[config.mk]
export PLATFORM = sky130hd
export DESIGN_NAME = key_velocity_zone_select_flat
export DESIGN_NICKNAME = d
export VERILOG_FILES = /design/src/hw/rtl/kvz_pkg.sv /design/src/hw/rtl/kvz_ifs.sv /design/src/hw/rtl/key_velocity_zone_select.sv /design/src/hw/rtl/kvz_match.sv /design/src/flat_wrapper.sv
export SDC_FILE = /design/constraint.sdc
export NUM_CORES = 2
export LEC_CHECK = 0
export ABC_AREA = 0
export BUFFER_PORTS_ARGS = -buffer_cell sky130_fd_sc_hd__buf_4
export CORE_ASPECT_RATIO = 0.5
export CORE_MARGIN = 2
export CORE_UTILIZATION = 34
export DETAILED_ROUTE_END_ITERATION = 12
export PLACE_DENSITY_LB_ADDON = 0.12
export SYNTH_ARGS = -nofsm -noshare
export SYNTH_HDL_FRONTEND = slang
export SYNTH_SLANG_ARGS = --single-unit
[constraint.sdc]
create_clock -name clock -period 3.2 [get_ports clock]
set_input_delay 0.48 -clock clock [delete_from_list [all_inputs] [get_ports clock]]
set_output_delay 0.48 -clock clock [all_outputs]
set_load 0.02 [all_outputs]
[src/hw/rtl/kvz_pkg.sv]
// Types and constants of the key and velocity zone selector.
`default_nettype none
package kvz_pkg;

   // Table geometry.
   localparam int ZONE_IDX_W = 6;
   localparam int COUNT_W    = 7;
   localparam logic [COUNT_W-1:0] MAX_ZONES = 7'd64;

   // Request function codes.
   localparam logic FUNC_WRITE  = 1'b0;
   localparam logic FUNC_LOOKUP = 1'b1;

   // Match level codes.
   localparam logic [1:0] LEVEL_BOTH = 2'd0;
   localparam logic [1:0] LEVEL_KEY  = 2'd1;
   localparam logic [1:0] LEVEL_ANY  = 2'd2;

   // One stored zone.
   typedef struct packed {
      logic [6:0] key_low;
      logic [6:0] key_high;
      logic [6:0] vel_low;
      logic [6:0] vel_high;
   } zone_type;

   // Outcome of checking one zone against a note.
   typedef struct packed {
      logic key_ok;
      logic both_ok;
   } match_type;

endpackage
`default_nettype wire

[src/hw/rtl/kvz_ifs.sv]
// Channel interfaces: request, response and register write.
`default_nettype none

interface kvz_req_if;
   logic       valid;
   logic       ready;
   logic       func;
   logic [5:0] zone_index;
   logic [6:0] key_low;
   logic [6:0] key_high;
   logic [6:0] vel_low;
   logic [6:0] vel_high;
   logic [7:0] note_key;
   logic [7:0] note_velocity;
   modport source (output valid, func, zone_index, key_low, key_high, vel_low, vel_high,
                   note_key, note_velocity, input ready);
   modport sink (input valid, func, zone_index, key_low, key_high, vel_low, vel_high,
                 note_key, note_velocity, output ready);
endinterface

interface kvz_rsp_if;
   logic       valid;
   logic       ready;
   logic       found;
   logic [5:0] chosen_zone;
   logic [1:0] match_level;
   modport source (output valid, found, chosen_zone, match_level, input ready);
   modport sink (input valid, found, chosen_zone, match_level, output ready);
endinterface

interface kvz_csr_if;
   logic       valid;
   logic       ready;
   logic [6:0] data;
   modport source (output valid, data, input ready);
   modport sink (input valid, data, output ready);
endinterface

`default_nettype wire

[src/hw/rtl/key_velocity_zone_select.sv]
// Top level of the key and velocity zone selector.
//
//   channel   dir  handshake      carries
//   req_chan  in   valid/ready    write of one zone, or a note lookup
//   rsp_chan  out  valid/ready    found, chosen_zone, match_level
//   csr_chan  in   valid/ready    zone_count (always ready)
//
// A lookup scans the table once, one zone per cycle through the shared range
// compare unit, over zone_count zones clipped to 64, and then loads the response
// register; a write skips the scan and loads the response register directly.
// One request is in work at a time; a finished response waits in the output
// register while the next request is taken. Reset clears zone_count and the
// control state; the zone table has no reset.
`default_nettype none
module key_velocity_zone_select (
   input  logic         clock,
   input  logic         reset,
   kvz_req_if.sink      req_chan,
   kvz_rsp_if.source    rsp_chan,
   kvz_csr_if.sink      csr_chan
);

   typedef enum logic [1:0] {
      ST_IDLE,
      ST_SCAN,
      ST_DRAIN,
      ST_FINISH
   } state_type;

   state_type state_ff;

   kvz_pkg::zone_type zone_mem [kvz_pkg::MAX_ZONES];
   kvz_pkg::zone_type rd_zone_ff;

   logic [kvz_pkg::COUNT_W-1:0]    zone_count_ff;
   logic [kvz_pkg::COUNT_W-1:0]    limit_ff;
   logic [kvz_pkg::COUNT_W-1:0]    idx_ff;
   logic                           cmp_vld_ff;
   logic [kvz_pkg::ZONE_IDX_W-1:0] cmp_idx_ff;
   logic                           func_ff;
   logic [7:0]                     key_ff;
   logic [7:0]                     vel_ff;
   logic                           hit_both_ff;
   logic [kvz_pkg::ZONE_IDX_W-1:0] idx_both_ff;
   logic                           hit_key_ff;
   logic [kvz_pkg::ZONE_IDX_W-1:0] idx_key_ff;
   logic                           rsp_valid_ff;
   logic                           found_ff;
   logic [kvz_pkg::ZONE_IDX_W-1:0] zone_ff;
   logic [1:0]                     level_ff;

   logic                           req_fire;
   logic                           rsp_load;
   logic [kvz_pkg::COUNT_W-1:0]    limit_in;
   kvz_pkg::match_type             cmp_res;

   assign req_fire = req_chan.valid && req_chan.ready;

   // A finished request loads the response register once it is free or being taken.
   assign rsp_load = (state_ff == ST_FINISH) && (!rsp_valid_ff || rsp_chan.ready);

   // Handshake outputs.
   assign req_chan.ready    = (state_ff == ST_IDLE);
   assign csr_chan.ready    = 1'b1;
   assign rsp_chan.valid    = rsp_valid_ff;
   assign rsp_chan.found    = found_ff;
   assign rsp_chan.chosen_zone = zone_ff;
   assign rsp_chan.match_level = level_ff;

   // Zone count clipped to the table depth.
   assign limit_in = (zone_count_ff > kvz_pkg::MAX_ZONES) ? kvz_pkg::MAX_ZONES : zone_count_ff;

   // Zone count register.
   always_ff @(posedge clock) begin
      if (reset) begin
         zone_count_ff <= '0;
      end else if (csr_chan.valid) begin
         zone_count_ff <= csr_chan.data;
      end
   end

   // Zone table: written by a write request, read one slot per scan cycle.
   always_ff @(posedge clock) begin
      if (req_fire && (req_chan.func == kvz_pkg::FUNC_WRITE)) begin
         zone_mem[req_chan.zone_index] <= '{key_low:  req_chan.key_low,
                                            key_high: req_chan.key_high,
                                            vel_low:  req_chan.vel_low,
                                            vel_high: req_chan.vel_high};
      end
      rd_zone_ff <= zone_mem[idx_ff[kvz_pkg::ZONE_IDX_W-1:0]];
   end

   // Shared range compare unit, fed from the registered table read.
   kvz_match u_match (
      .zone          (rd_zone_ff),
      .note_key      (key_ff),
      .note_velocity (vel_ff),
      .result        (cmp_res)
   );

   // Sequencer, first-match trackers and response register.
   always_ff @(posedge clock) begin
      if (reset) begin
         state_ff     <= ST_IDLE;
         cmp_vld_ff   <= 1'b0;
         hit_both_ff  <= 1'b0;
         hit_key_ff   <= 1'b0;
         rsp_valid_ff <= 1'b0;
      end else begin
         // The response leaves when the sink takes it, unless a new one replaces it.
         if (rsp_valid_ff && rsp_chan.ready && !rsp_load) begin
            rsp_valid_ff <= 1'b0;
         end

         // Track the first zone of each kind seen by the compare unit.
         if (cmp_vld_ff) begin
            if (cmp_res.both_ok && !hit_both_ff) begin
               hit_both_ff <= 1'b1;
               idx_both_ff <= cmp_idx_ff;
            end
            if (cmp_res.key_ok && !hit_key_ff) begin
               hit_key_ff <= 1'b1;
               idx_key_ff <= cmp_idx_ff;
            end
         end

         unique case (state_ff)
            ST_IDLE: begin
               cmp_vld_ff <= 1'b0;
               if (req_fire) begin
                  func_ff     <= req_chan.func;
                  key_ff      <= req_chan.note_key;
                  vel_ff      <= req_chan.note_velocity;
                  limit_ff    <= limit_in;
                  idx_ff      <= '0;
                  hit_both_ff <= 1'b0;
                  hit_key_ff  <= 1'b0;
                  state_ff    <= (req_chan.func == kvz_pkg::FUNC_LOOKUP) ? ST_SCAN : ST_FINISH;
               end
            end
            ST_SCAN: begin
               // Issue one table read per cycle until the zone count is reached.
               if (idx_ff < limit_ff) begin
                  cmp_vld_ff <= 1'b1;
                  cmp_idx_ff <= idx_ff[kvz_pkg::ZONE_IDX_W-1:0];
                  idx_ff     <= idx_ff + 7'd1;
               end else begin
                  cmp_vld_ff <= 1'b0;
                  state_ff   <= ST_DRAIN;
               end
            end
            ST_DRAIN: begin
               // The trackers already hold the last compare; no compare is in flight here.
               cmp_vld_ff <= 1'b0;
               state_ff   <= ST_FINISH;
            end
            ST_FINISH: begin
               cmp_vld_ff <= 1'b0;
               if (rsp_load) begin
                  rsp_valid_ff <= 1'b1;
                  state_ff     <= ST_IDLE;
                  if ((func_ff == kvz_pkg::FUNC_LOOKUP) && hit_both_ff) begin
                     found_ff <= 1'b1;
                     zone_ff  <= idx_both_ff;
                     level_ff <= kvz_pkg::LEVEL_BOTH;
                  end else if ((func_ff == kvz_pkg::FUNC_LOOKUP) && hit_key_ff &&
                               (vel_ff != 8'd0)) begin
                     found_ff <= 1'b1;
                     zone_ff  <= idx_key_ff;
                     level_ff <= kvz_pkg::LEVEL_KEY;
                  end else if ((func_ff == kvz_pkg::FUNC_LOOKUP) && (key_ff != 8'd0) &&
                               (limit_ff != '0)) begin
                     // Fallback to the first zone of the table.
                     found_ff <= 1'b1;
                     zone_ff  <= '0;
                     level_ff <= kvz_pkg::LEVEL_ANY;
                  end else begin
                     found_ff <= 1'b0;
                     zone_ff  <= '0;
                     level_ff <= kvz_pkg::LEVEL_BOTH;
                  end
               end
            end
            default: begin
               state_ff <= ST_IDLE;
            end
         endcase
      end
   end

endmodule
`default_nettype wire

[src/hw/rtl/kvz_match.sv]
// Range compare unit: checks one zone against the note key and velocity.
`default_nettype none
module kvz_match (
   input  kvz_pkg::zone_type  zone,
   input  logic [7:0]         note_key,
   input  logic [7:0]         note_velocity,
   output kvz_pkg::match_type result
);

   logic key_in;
   logic vel_in;

   // A zero key or velocity matches any range; values above 127 match none.
   assign key_in = (note_key == 8'd0) ||
                   (({1'b0, zone.key_low} <= note_key) && (note_key <= {1'b0, zone.key_high}));
   assign vel_in = (note_velocity == 8'd0) ||
                   (({1'b0, zone.vel_low} <= note_velocity) &&
                    (note_velocity <= {1'b0, zone.vel_high}));

   assign result.key_ok  = key_in;
   assign result.both_ok = key_in && vel_in;

endmodule
`default_nettype wire

[src/flat_wrapper.sv]
// flat-port wrapper written by rule: the top's interface ports become plain ports
module key_velocity_zone_select_flat 
  (clock, reset, req_chan_valid, req_chan_func, req_chan_zone_index, req_chan_key_low, req_chan_key_high, req_chan_vel_low, req_chan_vel_high, req_chan_note_key, req_chan_note_velocity, req_chan_ready, rsp_chan_valid, rsp_chan_found, rsp_chan_chosen_zone, rsp_chan_match_level, rsp_chan_ready, csr_chan_valid, csr_chan_data, csr_chan_ready);
  kvz_req_if req_chan_i ();
  kvz_rsp_if rsp_chan_i ();
  kvz_csr_if csr_chan_i ();
  input  logic clock;
  input  logic reset;
  input wire logic [$bits(req_chan_i.valid)-1:0] req_chan_valid;
  input wire logic [$bits(req_chan_i.func)-1:0] req_chan_func;
  input wire logic [$bits(req_chan_i.zone_index)-1:0] req_chan_zone_index;
  input wire logic [$bits(req_chan_i.key_low)-1:0] req_chan_key_low;
  input wire logic [$bits(req_chan_i.key_high)-1:0] req_chan_key_high;
  input wire logic [$bits(req_chan_i.vel_low)-1:0] req_chan_vel_low;
  input wire logic [$bits(req_chan_i.vel_high)-1:0] req_chan_vel_high;
  input wire logic [$bits(req_chan_i.note_key)-1:0] req_chan_note_key;
  input wire logic [$bits(req_chan_i.note_velocity)-1:0] req_chan_note_velocity;
  output wire logic [$bits(req_chan_i.ready)-1:0] req_chan_ready;
  output wire logic [$bits(rsp_chan_i.valid)-1:0] rsp_chan_valid;
  output wire logic [$bits(rsp_chan_i.found)-1:0] rsp_chan_found;
  output wire logic [$bits(rsp_chan_i.chosen_zone)-1:0] rsp_chan_chosen_zone;
  output wire logic [$bits(rsp_chan_i.match_level)-1:0] rsp_chan_match_level;
  input wire logic [$bits(rsp_chan_i.ready)-1:0] rsp_chan_ready;
  input wire logic [$bits(csr_chan_i.valid)-1:0] csr_chan_valid;
  input wire logic [$bits(csr_chan_i.data)-1:0] csr_chan_data;
  output wire logic [$bits(csr_chan_i.ready)-1:0] csr_chan_ready;
  assign req_chan_i.valid = req_chan_valid;
  assign req_chan_i.func = req_chan_func;
  assign req_chan_i.zone_index = req_chan_zone_index;
  assign req_chan_i.key_low = req_chan_key_low;
  assign req_chan_i.key_high = req_chan_key_high;
  assign req_chan_i.vel_low = req_chan_vel_low;
  assign req_chan_i.vel_high = req_chan_vel_high;
  assign req_chan_i.note_key = req_chan_note_key;
  assign req_chan_i.note_velocity = req_chan_note_velocity;
  assign req_chan_ready = req_chan_i.ready;
  assign rsp_chan_valid = rsp_chan_i.valid;
  assign rsp_chan_found = rsp_chan_i.found;
  assign rsp_chan_chosen_zone = rsp_chan_i.chosen_zone;
  assign rsp_chan_match_level = rsp_chan_i.match_level;
  assign rsp_chan_i.ready = rsp_chan_ready;
  assign csr_chan_i.valid = csr_chan_valid;
  assign csr_chan_i.data = csr_chan_data;
  assign csr_chan_ready = csr_chan_i.ready;
  key_velocity_zone_select u_core (.clock(clock), .reset(reset), .req_chan(req_chan_i), .rsp_chan(rsp_chan_i), .csr_chan(csr_chan_i));
endmodule
==> implementation parameters <==
Parameter                              Value

Outcome
  Status ... finished clean

Yosys
  Cell types with the highest counts after synthesis ... sky130_fd_sc_hd__edfxtp_1 (1850), sky130_fd_sc_hd__mux4_2 (497), sky130_fd_sc_hd__nor2_1 (96), sky130_fd_sc_hd__mux2i_1 (88), sky130_fd_sc_hd__clkbuf_1 (77)
  FFs w/ async S/R, synth ... 0%
  Cell type with the largest total area after synthesis ... sky130_fd_sc_hd__edfxtp_1
  Warnings from Yosys ... 0
  Post-Syn Instances ... 3166
  Proportion of synthesized chip area in sequential cells ... 77.7%
  Synthesized cell area ... 72500 sq um
  Register bit total from synthesis ... 1891
  Leading cell types by total area after synthesis ... sky130_fd_sc_hd__edfxtp_1 (77%), sky130_fd_sc_hd__mux4_2 (15%), sky130_fd_sc_hd__mux2i_1 (1.2%), sky130_fd_sc_hd__dfxtp_1 (1.1%), sky130_fd_sc_hd__ha_1 (0.69%)
  Distinct cell type count of the synthesized netlist ... 55
  Mapped Nets ... 3269
  Share of the synthesized area in the top cell type ... 76.6%
  Count of flip-flops with a built-in enable after synthesis ... 1850
  Synthesized area divided by synthesized cell count ... 22.9 sq um
  Top flip-flop cell by instance count after synthesis ... sky130_fd_sc_hd__edfxtp_1
  Count leader, synth ... sky130_fd_sc_hd__edfxtp_1

Timing
  Worst slew margin relative to its limit ... 36.9%
  Number of setup violations in the final report ... 0
  Worst slack on hold paths ... 0.223 ns
  Final worst-path cycle share ... 98.7%
  Upper clock frequency limit ... 0.317 GHz
  Number of hold-slack violations in the final timing report ... 0
  Final clock skew ... 0.0417 ns
  Post-layout min period ... 3.16 ns
  Final Max Slew Viols ... 0
  Worst Tran Pin Value ... 0.943 ns

Layout
  Layout-stage area growth over the synthesis result ... 18.2%
  Fill cells ... 18500
  # nets final ... 3685
  Storage cell area ... 56400 sq um
  Post-route core utilization ... 40.6%
  Summed area of non-filler cells in the final layout ... 85700 sq um
  Area used by multi-input combinational logic ... 15700 sq um
  Fraction of final layout cells with drive strength greater than 1 ... 31.7%

Floorplanning
  Area inside the core boundary ... 211000 sq um
  I/O pin count ... 75
  Horiz. Die Dim ... 657 microns
  Std cell rows ... 119
  Die footprint ... 217000 sq um
  Die outline height ... 331 microns
  Starting utilization of the core area ... 34.3%

Place
  Half-perimeter wire length after detailed placement ... 127000 microns
  Cell Area, Placed ... 79600 sq um
  Gpl congestion ... 0.774
  Count of input and output buffers ... 73

Clock network
  Level count of the clock H-tree ... 4
  TritonCTS buffer count ... 185
  Number of post-CTS setup repair buffers ... 0
  Max Root-Sink Buffers ... 4
  CTS tree ... yes
  Clock latency of the later-clocked register in the worst-skew pair ... 0.84 ns
  Clock transition time at the flip-flop clock pins of the worst setup and hold paths ... 0.06 ns
  Cell at the root of the clock tree ... sky130_fd_sc_hd__clkbuf_16
  Num Clock Sinks ... 1891

Critical path
  Crit path capture type ... flop
  Critical setup path kind ... reg -> reg
  Kind of start point of the critical path ... flop
  Largest fanout on the critical path ... 54
  Arrival time worst endpoint ... 3.82 ns
  Req. time, crit path ... 3.86 ns

GRT
  Global route total overflow ... 0
  Total Routing Usage GR ... 19.8%
  Number of global-route vias before repair ... 36000
  Global-route wire length before repair ... 297000 microns
  Largest net degree at the start of global routing ... 65
  Antenna violations before repair ... 17

Route
  Routed wire length per instance ... 32.8 microns
  Total DRC errors in the routed layout ... 0
  Detail Route Antenna Nets ... 0
  First-pass detailed-route iteration total ... 6
  1st-iter DRT viols ... 4027
  Total routed wirelength ... 215000 microns
  Via density per instance ... 5.44
  Total number of vias ... 35700

Run
  Max-cap violations ... 0

Pwr
  Static Leakage ... 26.9 nW
  Power density normalized to cell area ... 720 nW/um^2
  Max rail drop VDD ... 388 uV

Min path
  Min-delay worst type ... in -> reg
-- registers in the layout, indices dropped and copies added, names as in the netlist, 2 cells and up --
signal and flops:
u_core.cmp_idx_ff 6, u_core.zone_count_ff 7, u_core.vel_ff 8, u_core.state_ff 2
u_core.idx_key_ff 6, u_core.idx_ff 7, u_core.key_ff 8, u_core.limit_ff 7
u_core.rd_zone_ff 28, u_core.zone_mem 1792, u_core.idx_both_ff 6, u_core.rsp_chan.chosen_zone 6
u_core.rsp_chan.match_level 2
-- path summary, 6_finish.rpt --
kind | startpoint | to | slack [ns] | cells after the start
worst max register to register | u_core.idx_ff[1] | u_core.rd_zone_ff[20] | 0.04 | 7
worst min register to register | u_core.cmp_idx_ff[4] | u_core.idx_key_ff[4] | 0.45 | 0
worst min-delay path | req_chan_key_high[0] | u_core.zone_mem[41][14] | 0.22 | 1
worst max-delay path | u_core.idx_ff[1] | u_core.rd_zone_ff[20] | 0.04 | 7
-- logic make-up (layout without fill, tap and decap cells) --
group / after synthesis / in the layout / share of synthesized area [%]
AO/OA/AOI/OAI: 188 / 188 / 1.87
XOR/XNOR: 5 / 5 / 0.0604
adder cells (fa/ha/maj): 40 / 40 / 0.690
buffers and inverters: 209 / 764 / 1.33
flip-flops: 1891 / 1891 / 77.7
multiplexers: 585 / 585 / 16.7
other: 1 / 3 / 0.00517
AND/OR/NAND/NOR: 247 / 247 / 1.65
-- cell usage in the layout, fill, tap and decap left out, types with 36 or more instances in the layout --
cell type / count
sky130_fd_sc_hd__a221oi_1: 36
sky130_fd_sc_hd__mux4_2: 497
sky130_fd_sc_hd__dlygate4sd3_1: 41
sky130_fd_sc_hd__dfxtp_1: 41
sky130_fd_sc_hd__edfxtp_1: 1850
sky130_fd_sc_hd__nor2_4: 64
sky130_fd_sc_hd__clkbuf_1: 50
sky130_fd_sc_hd__ha_1: 40
sky130_fd_sc_hd__clkbuf_16: 186
sky130_fd_sc_hd__buf_12: 90
sky130_fd_sc_hd__a22oi_1: 45
sky130_fd_sc_hd__mux2i_1: 88
sky130_fd_sc_hd__nand2_1: 53
sky130_fd_sc_hd__inv_1: 44
sky130_fd_sc_hd__buf_4: 258
-- cell type report --
class                           instances  area share (%)
Sequential cell                      1891            65.8
Multi-Input combinational cell       1066            18.4
Clock buffer                          247            5.83
Timing Repair Buffer                  393            4.89
Tap cell                             2843            4.15
Clock inverter                         79           0.772
Inverter                               45           0.206
Antenna cell                            2         0.00584
-- power breakdown --
part	total, W	switching (W)	internal (W)
clock network	0.0210	0.00928	0.0117
registers	0.0280	0.000396	0.0276
logic	0.0127	0.00711	0.00560
total	0.0617	0.0168	0.0449
-- through the flow --
step | setup TNS [ns] | total power (W) | cells | worst slack (ns)
finish | 0 | 0.0617 | 6566 | 0.0414
global route | -0.00477 | 0.0640 | 6564 | -0.00477
CTS | 0 | 0.0624 | 6565 | 0.00161
detailed placement | -1.37 | 0.0413 | 6198 | -0.474
global placement | -1.97 | 0.0413 | 6197 | -0.642
floorplan | -32.43 | 0.0356 | 3166 | -0.0847
-- layer usage --
layer / vias up / wire length (microns) / track usage (%)
met2: 1149 / 97100 / 30.3
met4: 0 / 3560 / 3.62
li1: 14300 / - / -
met1: 20000 / 103000 / 30.5
met3: 245 / 11900 / 2.77
met5: - / 0 / 0
-- worst max-delay path: stages (launching register included) --
cell and delay (ns):
sky130_fd_sc_hd__edfxtp_1 0.41, sky130_fd_sc_hd__buf_12 0.17, sky130_fd_sc_hd__buf_12 0.28, sky130_fd_sc_hd__buf_12 0.29
sky130_fd_sc_hd__mux4_2 0.35, sky130_fd_sc_hd__mux4_2 0.52, sky130_fd_sc_hd__a22oi_2 0.61, sky130_fd_sc_hd__nand2_1 0.11
-- repair_timing --
item                                    in CTS  in global routing
endpoints found under the setup margin       5                  3
pin swaps                                    1                  1
hold buffers                                41                  0
resized for setup                            7                  4
endpoints found under the hold margin       29                  0
(Power assumes the default switching activity.)
